`config.mk`:
```
export PLATFORM = sky130hd
export DESIGN_NAME = ir_pulse_distance_decoder_top_flat
export DESIGN_NICKNAME = d
export VERILOG_FILES = /design/src/hw/rtl/irpd_pkg.sv /design/src/hw/rtl/irpd_if.sv /design/src/hw/rtl/irpd_cfg_regs.sv /design/src/hw/rtl/irpd_decode.sv /design/src/hw/rtl/ir_pulse_distance_decoder_top.sv /design/src/flat_wrapper.sv
export SDC_FILE = /design/constraint.sdc
export NUM_CORES = 1
export LEC_CHECK = 0
export ABC_AREA = 0
export BUFFER_PORTS_ARGS = -buffer_cell sky130_fd_sc_hd__clkbuf_2
export CAP_MARGIN = 25
export CORE_UTILIZATION = 48
export CTS_CLUSTER_DIAMETER = 120
export DETAILED_ROUTE_END_ITERATION = 12
export MAX_ROUTING_LAYER = met4
export PLACE_DENSITY = 0.7
export REMOVE_ABC_BUFFERS = 1
export SKIP_CTS_REPAIR_TIMING = 1
export SYNTH_ARGS = -nofsm -noshare
export SYNTH_HDL_FRONTEND = slang
export SYNTH_HIERARCHICAL = 1
export SYNTH_SLANG_ARGS = --single-unit
```
`constraint.sdc`:
```
create_clock -name clk -period 11.4 [get_ports clk]
set_clock_uncertainty 0.05 [all_clocks]
set_input_delay 1.14 -clock clk [delete_from_list [all_inputs] [get_ports clk]]
set_output_delay 1.14 -clock clk [all_outputs]
set_load 0.005 [all_outputs]
```
`src/hw/rtl/irpd_pkg.sv`:
```
package irpd_pkg;

	// Register file geometry
	localparam int CFG_W   = 16;
	localparam int CFG_IDX_W = 3;
	localparam int TIME_W  = 32;
	localparam int CODE_W  = 32;

	// Register indexes
	localparam logic [CFG_IDX_W-1:0] REG_SHORT_MIN  = 3'd0;
	localparam logic [CFG_IDX_W-1:0] REG_SHORT_MAX  = 3'd1;
	localparam logic [CFG_IDX_W-1:0] REG_MEDIUM_MIN = 3'd2;
	localparam logic [CFG_IDX_W-1:0] REG_MEDIUM_MAX = 3'd3;
	localparam logic [CFG_IDX_W-1:0] REG_LONG_MIN   = 3'd4;
	localparam logic [CFG_IDX_W-1:0] REG_LONG_MAX   = 3'd5;

	// Register reset values, microseconds
	localparam logic [CFG_W-1:0] SHORT_MIN_RST  = 16'd450;
	localparam logic [CFG_W-1:0] SHORT_MAX_RST  = 16'd650;
	localparam logic [CFG_W-1:0] MEDIUM_MIN_RST = 16'd1500;
	localparam logic [CFG_W-1:0] MEDIUM_MAX_RST = 16'd1700;
	localparam logic [CFG_W-1:0] LONG_MIN_RST   = 16'd4400;
	localparam logic [CFG_W-1:0] LONG_MAX_RST   = 16'd4600;

	// Item commands
	localparam logic CMD_EDGE  = 1'b0;
	localparam logic CMD_REARM = 1'b1;

	// Window bounds, all exclusive
	typedef struct packed {
		logic [CFG_W-1:0] short_min;
		logic [CFG_W-1:0] short_max;
		logic [CFG_W-1:0] medium_min;
		logic [CFG_W-1:0] medium_max;
		logic [CFG_W-1:0] long_min;
		logic [CFG_W-1:0] long_max;
	} cfg_t;

endpackage

```
`src/hw/rtl/irpd_if.sv`:
```
interface irpd_item_if;
	logic                          valid;
	logic                          ready;
	logic                          cmd;
	logic [irpd_pkg::TIME_W-1:0]   edge_time;

	modport source (output valid, output cmd, output edge_time, input ready);
	modport sink (input valid, input cmd, input edge_time, output ready);
endinterface

interface irpd_result_if;
	logic                          valid;
	logic                          ready;
	logic                          frame_ready;
	logic [irpd_pkg::CODE_W-1:0]   code;

	modport source (output valid, output frame_ready, output code, input ready);
	modport sink (input valid, input frame_ready, input code, output ready);
endinterface

```
`src/hw/rtl/irpd_cfg_regs.sv`:
```
module irpd_cfg_regs (
	input  logic                             clk,
	input  logic                             arst_n,
	input  logic                             cfg_we,
	input  logic [irpd_pkg::CFG_IDX_W-1:0]   cfg_index,
	input  logic [irpd_pkg::CFG_W-1:0]       cfg_data,
	output irpd_pkg::cfg_t                   cfg
);

	irpd_pkg::cfg_t cfg_q;

	// Write the addressed window bound; drop writes past the last register
	always_ff @(posedge clk or negedge arst_n) begin
		if (!arst_n) begin
			cfg_q.short_min  <= irpd_pkg::SHORT_MIN_RST;
			cfg_q.short_max  <= irpd_pkg::SHORT_MAX_RST;
			cfg_q.medium_min <= irpd_pkg::MEDIUM_MIN_RST;
			cfg_q.medium_max <= irpd_pkg::MEDIUM_MAX_RST;
			cfg_q.long_min   <= irpd_pkg::LONG_MIN_RST;
			cfg_q.long_max   <= irpd_pkg::LONG_MAX_RST;
		end else if (cfg_we) begin
			case (cfg_index)
				irpd_pkg::REG_SHORT_MIN:  cfg_q.short_min  <= cfg_data;
				irpd_pkg::REG_SHORT_MAX:  cfg_q.short_max  <= cfg_data;
				irpd_pkg::REG_MEDIUM_MIN: cfg_q.medium_min <= cfg_data;
				irpd_pkg::REG_MEDIUM_MAX: cfg_q.medium_max <= cfg_data;
				irpd_pkg::REG_LONG_MIN:   cfg_q.long_min   <= cfg_data;
				irpd_pkg::REG_LONG_MAX:   cfg_q.long_max   <= cfg_data;
				default: ;
			endcase
		end
	end

	assign cfg = cfg_q;

endmodule

```
`src/hw/rtl/irpd_decode.sv`:
```
module irpd_decode #(
	parameter int FRAME_BITS       = 32,
	parameter int LEADER_INTERVALS = 2
) (
	input  logic                          clk,
	input  logic                          arst_n,
	input  logic                          step,
	input  logic                          cmd,
	input  logic [irpd_pkg::TIME_W-1:0]   edge_time,
	input  irpd_pkg::cfg_t                cfg,
	output logic                          frame_ready,
	output logic [irpd_pkg::CODE_W-1:0]   code
);

	localparam int TOTAL = LEADER_INTERVALS + 2 * FRAME_BITS;
	localparam int CNT_W = $clog2(TOTAL + 1);
	localparam int BIT_W = $clog2(FRAME_BITS);
	localparam logic [CNT_W-1:0] TOTAL_C = CNT_W'(TOTAL);
	localparam logic [CNT_W-1:0] LEAD_C  = CNT_W'(LEADER_INTERVALS);
	localparam logic [BIT_W-1:0] TOP_BIT = BIT_W'(FRAME_BITS - 1);

	logic [CNT_W-1:0]            count_q, count_d, data_idx;
	logic [irpd_pkg::TIME_W-1:0] prev_q, prev_d, delta;
	logic [FRAME_BITS-1:0]       shift_q, shift_d;
	logic [BIT_W-1:0]            bit_pos;
	logic                        is_short, is_medium, is_long;

	// Classify the interval since the last edge against the windows
	assign delta     = edge_time - prev_q;
	assign is_short  = (delta > 32'(cfg.short_min)) && (delta < 32'(cfg.short_max));
	assign is_medium = (delta > 32'(cfg.medium_min)) && (delta < 32'(cfg.medium_max));
	assign is_long   = (delta > 32'(cfg.long_min)) && (delta < 32'(cfg.long_max));

	// Data intervals count from zero after the leader; bits land MSB first
	assign data_idx = count_q - LEAD_C;
	assign bit_pos  = TOP_BIT - data_idx[BIT_W:1];

	// Advance the frame tracker by one item
	always_comb begin
		count_d = count_q;
		prev_d  = prev_q;
		shift_d = shift_q;
		if (cmd == irpd_pkg::CMD_REARM) begin
			count_d = '0;
		end else if (count_q < TOTAL_C) begin
			prev_d = edge_time;
			if (count_q < LEAD_C) begin
				count_d = is_long ? count_q + CNT_W'(1) : '0;
			end else if (!data_idx[0]) begin
				count_d = is_short ? count_q + CNT_W'(1) : '0;
			end else if (is_short) begin
				shift_d[bit_pos] = 1'b0;
				count_d          = count_q + CNT_W'(1);
			end else if (is_medium) begin
				shift_d[bit_pos] = 1'b1;
				count_d          = count_q + CNT_W'(1);
			end else begin
				count_d = '0;
			end
		end
	end

	// Hold tracker state between items
	always_ff @(posedge clk or negedge arst_n) begin
		if (!arst_n) begin
			count_q <= '0;
			prev_q  <= '0;
			shift_q <= '0;
		end else if (step) begin
			count_q <= count_d;
			prev_q  <= prev_d;
			shift_q <= shift_d;
		end
	end

	// Report the frame as it stands after this item
	assign frame_ready = (count_d >= TOTAL_C);
	assign code        = frame_ready ? irpd_pkg::CODE_W'(shift_d) : '0;

endmodule

```
`src/hw/rtl/ir_pulse_distance_decoder_top.sv`:
```
// Infrared pulse-distance frame decoder. Each beat on item carries an edge
// timestamp (cmd edge) or a rearm request (cmd rearm); each produces exactly
// one beat on result with frame_ready and the decoded code (zero until the
// frame is complete). One item is taken every clock cycle while the result
// side keeps taking beats. An accepted item sits in the input register; as it
// advances it passes through the window compare and frame tracker into the
// result register, and result valid rises as it lands there. The tracker
// state is updated only as an item moves into the result register, so a
// stalled result simply holds the input register, and the input side keeps
// taking beats while the input register is free.
// Window bounds must be written through the cfg port by the user only while
// no item is in flight; the block itself does not enforce this.
module ir_pulse_distance_decoder_top #(
	parameter int FRAME_BITS       = 32,
	parameter int LEADER_INTERVALS = 2
) (
	input  logic                             clk,
	input  logic                             arst_n,
	input  logic                             cfg_we,
	input  logic [irpd_pkg::CFG_IDX_W-1:0]   cfg_index,
	input  logic [irpd_pkg::CFG_W-1:0]       cfg_data,
	irpd_item_if.sink                        item,
	irpd_result_if.source                    result
);

	irpd_pkg::cfg_t              cfg;
	logic                        item_valid_s1;
	logic                        cmd_s1;
	logic [irpd_pkg::TIME_W-1:0] edge_time_s1;
	logic                        res_valid_s2;
	logic                        frame_ready_s2;
	logic [irpd_pkg::CODE_W-1:0] code_s2;
	logic                        advance;
	logic                        dec_ready;
	logic [irpd_pkg::CODE_W-1:0] dec_code;

	irpd_cfg_regs u_cfg (
		.clk       (clk),
		.arst_n    (arst_n),
		.cfg_we    (cfg_we),
		.cfg_index (cfg_index),
		.cfg_data  (cfg_data),
		.cfg       (cfg)
	);

	// Move the held item on when the result register is free or being drained
	assign advance    = item_valid_s1 && (!res_valid_s2 || result.ready);
	assign item.ready = !item_valid_s1 || advance;

	// Input register
	always_ff @(posedge clk or negedge arst_n) begin
		if (!arst_n) begin
			item_valid_s1 <= 1'b0;
		end else if (item.ready) begin
			item_valid_s1 <= item.valid;
		end
	end

	always_ff @(posedge clk) begin
		if (item.valid && item.ready) begin
			cmd_s1       <= item.cmd;
			edge_time_s1 <= item.edge_time;
		end
	end

	irpd_decode #(
		.FRAME_BITS       (FRAME_BITS),
		.LEADER_INTERVALS (LEADER_INTERVALS)
	) u_decode (
		.clk         (clk),
		.arst_n      (arst_n),
		.step        (advance),
		.cmd         (cmd_s1),
		.edge_time   (edge_time_s1),
		.cfg         (cfg),
		.frame_ready (dec_ready),
		.code        (dec_code)
	);

	// Result register
	always_ff @(posedge clk or negedge arst_n) begin
		if (!arst_n) begin
			res_valid_s2 <= 1'b0;
		end else if (advance) begin
			res_valid_s2 <= 1'b1;
		end else if (result.ready) begin
			res_valid_s2 <= 1'b0;
		end
	end

	always_ff @(posedge clk) begin
		if (advance) begin
			frame_ready_s2 <= dec_ready;
			code_s2        <= dec_code;
		end
	end

	assign result.valid       = res_valid_s2;
	assign result.frame_ready = frame_ready_s2;
	assign result.code        = code_s2;

	// A frame that is not ready always reports a zero code
	assert property (@(posedge clk) disable iff (!arst_n)
		(result.valid && !result.frame_ready) |-> (result.code == '0))
		else $error("nonzero code without frame_ready");

	// A rearm always yields a not-ready result
	assert property (@(posedge clk) disable iff (!arst_n)
		(advance && cmd_s1 == irpd_pkg::CMD_REARM) |=> (result.valid && !result.frame_ready))
		else $error("rearm produced a ready frame");

	// A held item stays put until it moves into the result register
	assert property (@(posedge clk) disable iff (!arst_n)
		(item_valid_s1 && !advance) |=> (item_valid_s1 && $stable(edge_time_s1)
			&& $stable(cmd_s1)))
		else $error("input register lost a stalled item");

endmodule
```
`src/flat_wrapper.sv`:
```
// flat-port wrapper written by rule: the top's interface ports become plain ports
module ir_pulse_distance_decoder_top_flat 
#(
	parameter int FRAME_BITS       = 32,
	parameter int LEADER_INTERVALS = 2
)
  (clk, arst_n, cfg_we, cfg_index, cfg_data, item_valid, item_cmd, item_edge_time, item_ready, result_valid, result_frame_ready, result_code, result_ready);
  irpd_item_if item_i ();
  irpd_result_if result_i ();
  input  logic clk;
  input  logic arst_n;
  input  logic cfg_we;
  input  logic [irpd_pkg::CFG_IDX_W-1:0] cfg_index;
  input  logic [irpd_pkg::CFG_W-1:0] cfg_data;
  input wire logic [$bits(item_i.valid)-1:0] item_valid;
  input wire logic [$bits(item_i.cmd)-1:0] item_cmd;
  input wire logic [$bits(item_i.edge_time)-1:0] item_edge_time;
  output wire logic [$bits(item_i.ready)-1:0] item_ready;
  output wire logic [$bits(result_i.valid)-1:0] result_valid;
  output wire logic [$bits(result_i.frame_ready)-1:0] result_frame_ready;
  output wire logic [$bits(result_i.code)-1:0] result_code;
  input wire logic [$bits(result_i.ready)-1:0] result_ready;
  assign item_i.valid = item_valid;
  assign item_i.cmd = item_cmd;
  assign item_i.edge_time = item_edge_time;
  assign item_ready = item_i.ready;
  assign result_valid = result_i.valid;
  assign result_frame_ready = result_i.frame_ready;
  assign result_code = result_i.code;
  assign result_i.ready = result_ready;
  ir_pulse_distance_decoder_top #(.FRAME_BITS(FRAME_BITS), .LEADER_INTERVALS(LEADER_INTERVALS)) u_core (.clk(clk), .arst_n(arst_n), .cfg_we(cfg_we), .cfg_index(cfg_index), .cfg_data(cfg_data), .item(item_i), .result(result_i));
endmodule
```
==> reports/summary.txt <==
outcome = complete, no violations
Remaining Overflow, GRT = 0
largest net degree at the start of global routing = 94
Period minus WS final = 6270 ps
Post-DP HPWL = 24,300 microns
Critical Path Start Type = flop
GRT Util Overall = 0.226
DRT Pass-1 Iters = 5
met2 usage in global routing = 0.357
Detailed Route Iter0 Violations = 781
most frequent cells in the layout = 140 x inv_1, 138 x dfrtp_1, 128 x a21oi_1
Mapped Cells = 1,355
Placer Congestion = 0.911
Initial Utilization = 0.489
Chip Width = 176 microns
met1 Usage GRT = 0.309
Switching Share = 0.359
Mapped Avg Cell Area = 10.7 sq um
worst slew pin tran = 1020 ps
Num CTS Buffers = 27
Worst Setup End Kind = flop
Clk Latency, worst-skew pair = 540 ps
Via Count = 10,649
required time of the worst setup path = 11,690 ps
RSZ-0062 raised after global routing = false
area leader, netlist = dfrtp_1
Post-synth ARST share = 0.719
drt drc = 0
Synth Flop Type = dfrtp_1
CTS tree = built
Setup CP Type = flop to flop
met3 Use GR = 0.0260
Internal = 2.07 mW
Seq pwr share = 0.329
Area Growth Syn to Fin = 11.6%
post-route cell area = 16,200 sq um
Max VDD drop = 0.123 mV
drt wl/cell = 18.3 microns
Routed Antenna Nets = 0
area share of the largest cell type after synthesis = 0.238
Ys Warns = 6
Max-slew headroom = 0.310
IO Port Bufs = 91
Fin. Hold Viols = 0
CTS Buffer Depth = 3
Worst-path clk slew = 60 ps
MaxCap Viol Count = 0
synth unique cells = 92
via/cell ratio = 5.78
setup TNS = 0 ps
clock power share = 0.272
FMAX = 160 MHz
Period Utilization, post-route = 0.550
Hold WC Path Type = flop to flop
final setup vio count = 0
io pins = 92
number of nets in the layout = 1,613
Area contributors post-synth = dfrtp_1 24%, edfxtp_1 14%, ha_1 11%
register area share after synthesis = 0.432
initial antenna violation count = 0
Leak = 7.17 nW
vias in the first global route = 10,308
Core Box Area = 29,600 sq um
CTS root buf = clkbuf_16
Combinational Power Share = 0.399
num rows = 63
layout cell share with drive strength beyond 1 = 0.254
Worst Path Max Fanout = 19
Area after DPL = 15,200 sq um
Cell Pwr Density = 200 nW/um^2
Die H = 176 microns
Diodes inserted = 0
Post-synth EDFFs = 66
H-tree depth = 1
Die Area = 30,900 sq um
flops & latches, synth = 235
Mapped Area = 14,500 sq um
commonest non-fill, non-tap cell in the layout = inv_1
final wirelength = 33,700 microns
first-pass GRT wire length = 54,500 microns
final slew viol count = 0
clock sinks = 235
Top Usage Layer GRT = met2
NetSw = 1.16 mW
crit path DAT = 6560 ps
## layer usage
metal  share of wire  routed length, microns
met4           0.023                     776
met2            0.46                   15400
met5               0                       0
met3           0.042                    1430
met1            0.48                   16100
## cells in the mapped netlist (5+ instances only)
library cell and number:
and3_1 21, or3_1 8, a31oi_1 18, a21oi_1 128
nand2_1 55, xnor2_1 11, edfxtp_1 66, buf_6 14
a211oi_2 5, nor3_1 27, a211oi_1 7, and2_1 10
o21ai_1 10, o211a_1 6, nand3_1 14, nand4_1 17
o21a_1 12, clkbuf_1 20, dfstp_2 31, inv_1 140
nor4_1 17, dfrtp_1 138, o21ai_0 40, nor2b_1 8
a21o_1 29, xor2_1 10, o211ai_1 6, o2111ai_1 8
mux2_2 126, nor3_2 26, a41oi_1 6, nor2_1 59
buf_2 14, a221o_1 6, nand2b_1 6, ha_1 125
and4_1 12
## area by class of cell
type | instances | area, sq um
flip-flops and latches | 235 | 6250
well taps | 390 | 488
inverters | 140 | 526
clock buffers | 41 | 808
fillers | 2660 | 13500
clock inverters | 9 | 108
multi-input cells | 922 | 7350
repair buffers | 104 | 623
## power groups by stage
stage / sequential (mW) / clock (mW) / combinational (mW)
3_5_place_dp: 1.08 / 0 / 1.26
4_1_cts: 1.06 / 0.901 / 1.27
5_1_grt: 1.08 / 0.934 / 1.44
3_3_place_gp: 1.07 / 0 / 1.23
6_report: 1.06 / 0.875 / 1.29
2_1_floorplan: 1.06 / 0 / 0.905
## metrics by stage
step	hold slack (ps)	util	setup WS [ps]	total power, mW	std cells
6_report	438	0.545	5130	3.22	1841
5_1_grt	462	0.545	4730	3.45	1841
4_1_cts	441	0.543	5080	3.23	1838
3_5_place_dp	427	0.512	5080	2.33	1788
3_3_place_gp	419	0.511	5310	2.30	1787
2_1_floorplan	404	-	5650	1.97	1297
## critical path: stages, from the launching register on
cell       delay, ps
dfrtp_1          390
inv_1             60
ha_1             260
nor2b_1          170
o2111ai_1        170
and2_1           240
o21ai_0          310
a21o_1           170
a21oi_1           70
xnor2_1          690
ha_1             390
a21o_1           160
a21o_1           170
a221o_1          330
a2111oi_0        610
o211ai_1         330
a21oi_1          230
or2_2            170
a21oi_1           70
o31a_2           470
buf_16           250
a2111oi_2        300
## sequential cells by signal (all words and copies together), names as in the netlist
register                   flops
u_core/u_cfg/cfg              96
u_core/edge_time_s1           32
u_core/result.code            32
u_core/u_decode/prev_q        32
u_core/u_decode/shift_q       32
u_core/u_decode/count_q        7
u_core/cmd_s1                  1
u_core/item_valid_s1           1
u_core/result.frame_ready      1
u_core/result.valid            1
## cells by family after synthesis
| logic type | count (synthesis) | share of synthesized area |
|---|---|---|
| mux | 132 | 0.103 |
| simple gates | 314 | 0.132 |
| xor+xnor | 21 | 0.0127 |
| buf+inv | 198 | 0.0615 |
| flops | 235 | 0.432 |
| compound gates | 329 | 0.150 |
| fa+ha+maj | 126 | 0.109 |
## final timing paths
check                           depth (start not counted)  slack [ps]                 startpoint               endpoint
worst max-delay path                                   21        5130  u_core/u_decode/prev_q[1]  u_core/result.code[0]
worst min-delay path                                    1         440       u_core/u_cfg/cfg[82]   u_core/u_cfg/cfg[82]
worst max register to register                         21        5130  u_core/u_decode/prev_q[1]  u_core/result.code[0]
worst min register to register                          1         440       u_core/u_cfg/cfg[82]   u_core/u_cfg/cfg[82]
max in group asynchronous                               3        9490                     arst_n   u_core/u_cfg/cfg[55]
min in group asynchronous                               1         650                     arst_n   u_core/u_cfg/cfg[83]
Note: power is estimated with default switching activity, not from simulation.
